$ cat config.mk
export PLATFORM = sky130hd
export DESIGN_NAME = beamformer_complex4_mac_core
export DESIGN_NICKNAME = d
export VERILOG_FILES = /design/src/rtl/core/bfc4_pkg.sv /design/src/rtl/core/beamformer_complex4_mac_core.sv /design/src/rtl/core/bfc4_ctrl.sv /design/src/rtl/core/bfc4_dp.sv
export SDC_FILE = /design/constraint.sdc
export NUM_CORES = 2
export LEC_CHECK = 0
export BUFFER_PORTS_ARGS = -buffer_cell sky130_fd_sc_hd__buf_4
export CORE_ASPECT_RATIO = 0.9
export CORE_MARGIN = 4
export CORE_UTILIZATION = 35
export DETAILED_ROUTE_END_ITERATION = 10
export HOLD_SLACK_MARGIN = 0.03
export PLACE_DENSITY_LB_ADDON = 0.12
export SKIP_CTS_REPAIR_TIMING = 1
export SYNTH_ARGS = -nofsm -noshare
export SYNTH_HDL_FRONTEND = slang
export SYNTH_SLANG_ARGS = --single-unit
$ cat constraint.sdc
create_clock -name clk -period 9.2 [get_ports clk]
set_input_delay 2.76 -clock clk [delete_from_list [all_inputs] [get_ports clk]]
set_output_delay 2.76 -clock clk [all_outputs]
set_load 0.03 [all_outputs]
$ cat src/rtl/core/bfc4_pkg.sv
// Package for the 4-bit complex beamformer MAC core.
// Holds the widths, the fixed-point constants and the controller/datapath types.
// Has no dependencies of its own.
package bfc4_pkg;

  localparam int SMP_W          = 4;
  localparam int GAIN_W         = 24;
  localparam int GAIN_FRAC_BITS = 16;
  localparam int SUM_W          = 20;
  localparam int PROD_W         = SUM_W + GAIN_W;
  localparam int OUT_W          = 4;
  localparam int OUT_LIMIT      = 7;

  typedef enum logic [1:0] {
    ST_ACC,
    ST_MUL,
    ST_RND
  } state_t;

  typedef struct packed {
    logic acc;
    logic mul;
    logic load;
  } cmd_t;

  typedef struct packed {
    logic out_free;
  } status_t;

endpackage

$ cat src/rtl/core/beamformer_complex4_mac_core.sv
// Top level of the 4-bit complex beamformer MAC core.
// Joins the controller bfc4_ctrl and the datapath bfc4_dp; uses bfc4_pkg.
//
// Usage. Each input item carries one dish's complex sample (e_re, e_im), its
// complex beam weight (a_re, a_im), a gain in unsigned Q8.16 and a last_dish
// flag. An item is accepted on a rising edge where in_valid is high and
// in_stall is low; results leave the same way on the out_ channel.
// The product a * e of every item is added to a running complex sum that
// saturates at the 20-bit signed range. Items without last_dish give no
// result and are taken one per cycle.
// On a last_dish item the sums are multiplied by that item's gain in the
// next cycle (two 20 by 24 bit multipliers); the products are rounded half
// to even and clamped to -7..7 as they are loaded into the result register,
// which the rounding step waits for until it is free. The input channel
// stalls from the last dish item until that load, and out_valid is
// registered together with the result.
// While the receiver stalls, the result register holds its item and the
// block completes its next beam up to the rounding step, then waits there.
// Reset (synchronous, rst_n low) clears the sums, empties the result
// register and returns the controller to accumulation.
module beamformer_complex4_mac_core
  import bfc4_pkg::*;
(
  input  logic                    clk,
  input  logic                    rst_n,
  input  logic                    in_valid,
  output logic                    in_stall,
  input  logic signed [SMP_W-1:0] in_e_re,
  input  logic signed [SMP_W-1:0] in_e_im,
  input  logic signed [SMP_W-1:0] in_a_re,
  input  logic signed [SMP_W-1:0] in_a_im,
  input  logic [GAIN_W-1:0]       in_gain,
  input  logic                    in_last_dish,
  output logic                    out_valid,
  input  logic                    out_stall,
  output logic signed [OUT_W-1:0] out_j_re,
  output logic signed [OUT_W-1:0] out_j_im
);

  cmd_t    cmd;
  status_t status;

  // The controller decides when items enter and when a scaled result moves on.
  bfc4_ctrl u_ctrl (
    .clk          (clk),
    .rst_n        (rst_n),
    .in_valid     (in_valid),
    .in_last_dish (in_last_dish),
    .status       (status),
    .in_stall     (in_stall),
    .cmd          (cmd)
  );

  // The datapath holds the sums, the gain products and the result register.
  bfc4_dp u_dp (
    .clk       (clk),
    .rst_n     (rst_n),
    .cmd       (cmd),
    .status    (status),
    .in_e_re   (in_e_re),
    .in_e_im   (in_e_im),
    .in_a_re   (in_a_re),
    .in_a_im   (in_a_im),
    .in_gain   (in_gain),
    .out_valid (out_valid),
    .out_stall (out_stall),
    .out_j_re  (out_j_re),
    .out_j_im  (out_j_im)
  );

endmodule

$ cat src/rtl/core/bfc4_ctrl.sv
// Controller for the 4-bit complex beamformer MAC core.
// Sequences accumulation, scaling and result hand-over; uses bfc4_pkg.
module bfc4_ctrl
  import bfc4_pkg::*;
(
  input  logic    clk,
  input  logic    rst_n,
  input  logic    in_valid,
  input  logic    in_last_dish,
  input  status_t status,
  output logic    in_stall,
  output cmd_t    cmd
);

  state_t state_r;
  state_t state_nxt;

  always_ff @(posedge clk) begin
    if (!rst_n) begin
      state_r <= ST_ACC;
    end else begin
      state_r <= state_nxt;
    end
  end

  always_comb begin
    state_nxt = state_r;
    case (state_r)
      ST_ACC: begin
        if (in_valid && in_last_dish) begin
          state_nxt = ST_MUL;
        end
      end
      ST_MUL: begin
        state_nxt = ST_RND;
      end
      ST_RND: begin
        if (status.out_free) begin
          state_nxt = ST_ACC;
        end
      end
      default: begin
        state_nxt = ST_ACC;
      end
    endcase
  end

  always_comb begin
    cmd      = '0;
    in_stall = 1'b1;
    case (state_r)
      ST_ACC: begin
        in_stall = 1'b0;
        cmd.acc  = in_valid;
      end
      ST_MUL: begin
        cmd.mul = 1'b1;
      end
      ST_RND: begin
        cmd.load = status.out_free;
      end
      default: begin
        cmd = '0;
      end
    endcase
  end

endmodule

$ cat src/rtl/core/bfc4_dp.sv
// Datapath for the 4-bit complex beamformer MAC core.
// Complex MAC with saturating sums, gain multiply, rounding and output register; uses bfc4_pkg.
module bfc4_dp
  import bfc4_pkg::*;
(
  input  logic                    clk,
  input  logic                    rst_n,
  input  cmd_t                    cmd,
  output status_t                 status,
  input  logic signed [SMP_W-1:0] in_e_re,
  input  logic signed [SMP_W-1:0] in_e_im,
  input  logic signed [SMP_W-1:0] in_a_re,
  input  logic signed [SMP_W-1:0] in_a_im,
  input  logic [GAIN_W-1:0]       in_gain,
  output logic                    out_valid,
  input  logic                    out_stall,
  output logic signed [OUT_W-1:0] out_j_re,
  output logic signed [OUT_W-1:0] out_j_im
);

  localparam int EXT_W = SUM_W + 2;
  localparam int PP_W  = 2 * SMP_W;
  localparam int Q_W   = PROD_W - GAIN_FRAC_BITS;
  localparam logic signed [EXT_W-1:0] SUM_MAX = EXT_W'((1 << (SUM_W - 1)) - 1);
  localparam logic signed [EXT_W-1:0] SUM_MIN = -SUM_MAX - EXT_W'(1);
  localparam logic [GAIN_FRAC_BITS-1:0] RND_HALF = {1'b1, {(GAIN_FRAC_BITS-1){1'b0}}};

  logic signed [SUM_W-1:0]  sum_re_r, sum_re_nxt;
  logic signed [SUM_W-1:0]  sum_im_r, sum_im_nxt;
  logic [GAIN_W-1:0]        gain_r;
  logic [PROD_W-1:0]        prod_re_r, prod_im_r;
  logic                     neg_re_r, neg_im_r;
  logic                     out_valid_r;
  logic signed [OUT_W-1:0]  j_re_r, j_im_r;

  logic signed [PP_W-1:0]   pp_rr, pp_ii, pp_ri, pp_ir;
  logic [SUM_W-1:0]         mag_re, mag_im;

  function automatic logic signed [SUM_W-1:0] sat_sum(input logic signed [EXT_W-1:0] v);
    logic signed [SUM_W-1:0] res;
    if (v > SUM_MAX) begin
      res = SUM_MAX[SUM_W-1:0];
    end else if (v < SUM_MIN) begin
      res = SUM_MIN[SUM_W-1:0];
    end else begin
      res = v[SUM_W-1:0];
    end
    return res;
  endfunction

  function automatic logic [EXT_W-1:0] ext_pp(input logic signed [PP_W-1:0] p);
    return {{(EXT_W-PP_W){p[PP_W-1]}}, p};
  endfunction

  // Round half to even, clamp the magnitude to the output limit, reapply the sign.
  function automatic logic signed [OUT_W-1:0] round_part(input logic [PROD_W-1:0] p,
                                                         input logic neg);
    logic [Q_W-1:0]            q;
    logic [GAIN_FRAC_BITS-1:0] r;
    logic                      inc;
    logic [OUT_W-1:0]          mag;
    q   = p[PROD_W-1:GAIN_FRAC_BITS];
    r   = p[GAIN_FRAC_BITS-1:0];
    inc = (r > RND_HALF) || ((r == RND_HALF) && q[0]);
    if (q >= Q_W'(OUT_LIMIT)) begin
      mag = OUT_W'(OUT_LIMIT);
    end else begin
      mag = q[OUT_W-1:0] + OUT_W'(inc);
    end
    return neg ? -mag : mag;
  endfunction

  assign pp_rr = in_a_re * in_e_re;
  assign pp_ii = in_a_im * in_e_im;
  assign pp_ri = in_a_re * in_e_im;
  assign pp_ir = in_a_im * in_e_re;

  always_comb begin
    sum_re_nxt = sat_sum({{2{sum_re_r[SUM_W-1]}}, sum_re_r} + ext_pp(pp_rr) - ext_pp(pp_ii));
    sum_im_nxt = sat_sum({{2{sum_im_r[SUM_W-1]}}, sum_im_r} + ext_pp(pp_ri) + ext_pp(pp_ir));
  end

  assign mag_re = sum_re_r[SUM_W-1] ? (~sum_re_r + SUM_W'(1)) : sum_re_r;
  assign mag_im = sum_im_r[SUM_W-1] ? (~sum_im_r + SUM_W'(1)) : sum_im_r;

  always_ff @(posedge clk) begin
    if (!rst_n) begin
      sum_re_r <= '0;
      sum_im_r <= '0;
    end else if (cmd.acc) begin
      sum_re_r <= sum_re_nxt;
      sum_im_r <= sum_im_nxt;
    end else if (cmd.mul) begin
      sum_re_r <= '0;
      sum_im_r <= '0;
    end
  end

  always_ff @(posedge clk) begin
    if (cmd.acc) begin
      gain_r <= in_gain;
    end
    if (cmd.mul) begin
      prod_re_r <= PROD_W'(mag_re) * PROD_W'(gain_r);
      prod_im_r <= PROD_W'(mag_im) * PROD_W'(gain_r);
      neg_re_r  <= sum_re_r[SUM_W-1];
      neg_im_r  <= sum_im_r[SUM_W-1];
    end
    if (cmd.load) begin
      j_re_r <= round_part(prod_re_r, neg_re_r);
      j_im_r <= round_part(prod_im_r, neg_im_r);
    end
  end

  always_ff @(posedge clk) begin
    if (!rst_n) begin
      out_valid_r <= 1'b0;
    end else if (cmd.load) begin
      out_valid_r <= 1'b1;
    end else if (!out_stall) begin
      out_valid_r <= 1'b0;
    end
  end

  assign status.out_free = !out_valid_r || !out_stall;
  assign out_valid       = out_valid_r;
  assign out_j_re        = j_re_r;
  assign out_j_im        = j_im_r;

  // The result register is only loaded when its previous item has gone or is leaving.
  a_load_free: assert property (@(posedge clk) disable iff (!rst_n)
    cmd.load |-> (!out_valid_r || !out_stall))
    else $error("result register overwritten while its item was stalled");

  // Sums are clear once the scaling step has taken them.
  a_sum_clear: assert property (@(posedge clk) disable iff (!rst_n)
    cmd.mul |=> (sum_re_r == '0) && (sum_im_r == '0))
    else $error("sums not cleared after scaling");

  // Saturation never produces the most negative code.
  a_out_range: assert property (@(posedge clk) disable iff (!rst_n)
    out_valid_r |-> (j_re_r != -OUT_W'(8)) && (j_im_r != -OUT_W'(8)))
    else $error("result outside -7..7");

  // No accumulation or load while a finished sum is being scaled.
  a_no_acc_mul: assert property (@(posedge clk) disable iff (!rst_n)
    cmd.mul |-> !cmd.acc && !cmd.load)
    else $error("accumulate or load during scaling");

endmodule

==> metrics.md <==
| Metric | Value |
|---|---|
| Asr flop ratio synth | `0%` |
| Fmax | `114 MHz` |
| Antenna-violating nets left | `0` |
| Register bit count reported by yosys | `165` |
| CTS tree | `done` |
| Sequential area share after synthesis | `9.98%` |
| Die area | `approximately 140,000 sq um` |
| First-pass GRT wire length | `approximately 190,000 um` |
| Nets | `6,418` |
| HP Class | `flip-flop to flip-flop` |
| Number of synthesized flops with an enable pin | `~120` |
| Layout cells sized above 1 | `between 6 and 7%` |
| Num CTS Buffers | `17` |
| Core Area | `128,000 sq um` |
| Final wirelength | `112,000 um` |
| Core Util, Final | `between 30% and 40%` |
| Top-area cell type share of the netlist area | `39.1%` |
| Top post-synthesis cells by area | `fa_1, ha_1, inv_1` |
| Final GP Congestion | `approximately 0.80` |
| Unique masters post-synth | `89` |
| Initial DRC count | `1,498` |
| Proportion of synthesized area in mux cells | `0%` |
| First drt pass iteration count | `5` |
| Mapped Cells | `between 5,000 and 6,000` |
| Fin. max-slew vios | `0` |
| I/O Pins | `55` |
| Final Hold Viols | `0` |
| Fin crit share | `95.4%` |
| H-tree depth | `4` |
| Worst-path maximum fanout | `8` |
| Initial antenna violation count | `11` |
| Die X | `387 um` |
| Syn-to-layout area delta | `8.23%` |
| Drc violations | `0` |
| Port Buffers | `54` |
| Mapped Nets | `~6,400` |
| Detailed-placement wirelength estimate | `95,400 um` |
| Die Y | `between 300 and 400 um` |
| RSZ-0062 raised after global routing | `yes` |
| Clock slew at reported path FFs | `approximately 0.080 ns` |
| Mapped Area | `approximately 45,000 sq um` |
| Post-synthesis compound-gate area fraction | `7.37%` |
| Clock Sinks | `165` |
| Setup crit end kind | `flip-flop` |
| WL per Instance | `16.6 um` |
| Main combinational cell family by area after synthesis | `adder cells` |
| Total track usage | `17.3%` |
| Main synth FF type | `edfxtp_1` |
| Yosys warns | `0` |
| Synth Area in Simple Gates | `15.8%` |
| Largest net degree at the start of global routing | `48` |
| Most frequent cells in the layout | `inv_1, fa_1, nand2_1` |
| Clock Path Buffers | `2` |
| Clk root buf | `clkbuf_16` |
| Slew HR | `about 4.8%` |
| Fin crit period | `8.78 ns` |
| Critical Path AT | `9.05 ns` |
| Site Rows | `~120` |
| Worst Setup Path Type | `flip-flop to flip-flop` |
| Via Count | `roughly 32,000` |
| Grt ovf | `0` |
| Commonest non-fill, non-tap cell in the layout | `inv_1` |
| Worst Skew | `0.0176 ns` |
| Status | `complete, no violations` |
| Worst-margin pin slew | `1.43 ns` |
| Required time of the critical path | `9.47 ns` |
| Synth Area per Inst | `9.04 sq um` |
| # Max-Cap Violations | `0` |
| Starting Density | `35.4%` |
| Post-Synth XOR/XNOR Area | `3.79%` |
| Clk_lat worst skew | `0.52 ns` |
| Post-Synth Adder-Cell Area | `51.9%` |
| Area leader, netlist | `fa_1` |
| Startpoint Class | `flip-flop` |
| Number of global-route vias before repair | `34,300` |
| Via density | `4.74` |
| Final setup fails | `0` |
critical path, cell delays in order (launching register included):
cell	delay (ns)
dfxtp_1	0.35
or3_1	0.43
or4_1	0.49
or4_1	0.62
o31ai_2	0.29
xnor2_2	0.28
buf_4	0.28
nand2_1	0.09
fa_1	0.58
inv_1	0.06
fa_1	0.55
fa_1	0.43
fa_1	0.51
fa_1	0.43
fa_1	0.53
inv_1	0.06
fa_1	0.47
inv_1	0.04
ha_1	0.37
nand3_1	0.13
or2_2	0.31
a21oi_1	0.17
a31oi_2	0.09
o41ai_2	0.45
a2111oi_2	0.15
o21bai_1	0.16
a21oi_1	0.09
xnor2_1	0.13
synth_stat cells (27+ instances only):
cell / n
nand2b_1: 30
nor2b_1: 27
nor4_1: 28
nand2_1: 743
clkbuf_1: 194
edfxtp_1: 122
dfxtp_1: 43
o21ai_0: 75
nand3_1: 52
xor2_1: 41
xnor2_1: 155
nor2_1: 102
inv_1: 1108
a21o_1: 64
fa_1: 884
and2_1: 406
ha_1: 467
a31oi_1: 45
a21oi_1: 134
metal layers:
layer,vias up,wire (um),GRT usage (%)
li1,15300,-,-
met5,-,64,0
met2,361,51500,28.3
met4,10,1740,3.70
met3,71,4370,2.66
met1,16200,54400,24.4
cell families after synthesis:
kind of cell,Yosys count
simple gates,1492
fa+ha+maj,1351
buf+inv,1315
compound gates,495
xor+xnor,196
flops,165
stage by stage:
stage / worst slack, ns / instance area [sq um] / setup TNS, ns / std cells / hold WS, ns
floorplan: 0.518 / 45300 / 0 / 5014 / 0.470
global placement: -0.0855 / 48400 / -0.797 / 6704 / 0.501
detailed placement: -0.105 / 48400 / -0.912 / 6704 / 0.513
CTS: 0.367 / 49000 / 0 / 6736 / 0.532
global route: -0.118 / 49000 / -0.185 / 6737 / 0.549
finish: 0.422 / 49000 / 0 / 6741 / 0.527
worst paths after layout:
kind	from	end	slack, ns	cells past startpoint
setup / recovery	u_dp.sum_im_r[1]	u_dp.prod_im_r[42]	0.42	27
hold / removal	u_dp.out_valid	u_dp.out_valid	0.53	2
setup reg to reg	u_dp.sum_im_r[1]	u_dp.prod_im_r[42]	0.42	27
hold reg to reg	u_dp.out_valid	u_dp.out_valid	0.53	2
sequential cells by signal, indices dropped and copies added, names as in the netlist:
name / cells
u_dp.out_valid: 1
u_dp.out_j_im: 4
u_dp.sum_im_r: 20
u_dp.prod_im_r: 44
u_ctrl.state_r: 2
u_dp.prod_re_r: 44
u_dp.neg_re_r: 1
u_dp.neg_im_r: 1
u_dp.sum_re_r: 20
u_dp.out_j_re: 4
u_dp.gain_r: 24
area by class of cell:
| class | count | area, sq um |
|---|---|---|
| Antenna cell | 5 | 12.5 |
| Clock inverter | 13 | 133 |
| Fill cell | 13300 | 78800 |
| Inverter | 1109 | 4170 |
| Tap cell | 1701 | 2130 |
| Multi-Input combinational cell | 3534 | 36100 |
| Clock buffer | 19 | 475 |
| Sequential cell | 165 | 4520 |
| Timing Repair Buffer | 195 | 1540 |
Power is not shown: default switching activity piles up to over one toggle a cycle in this logic, so the estimate is an artifact.
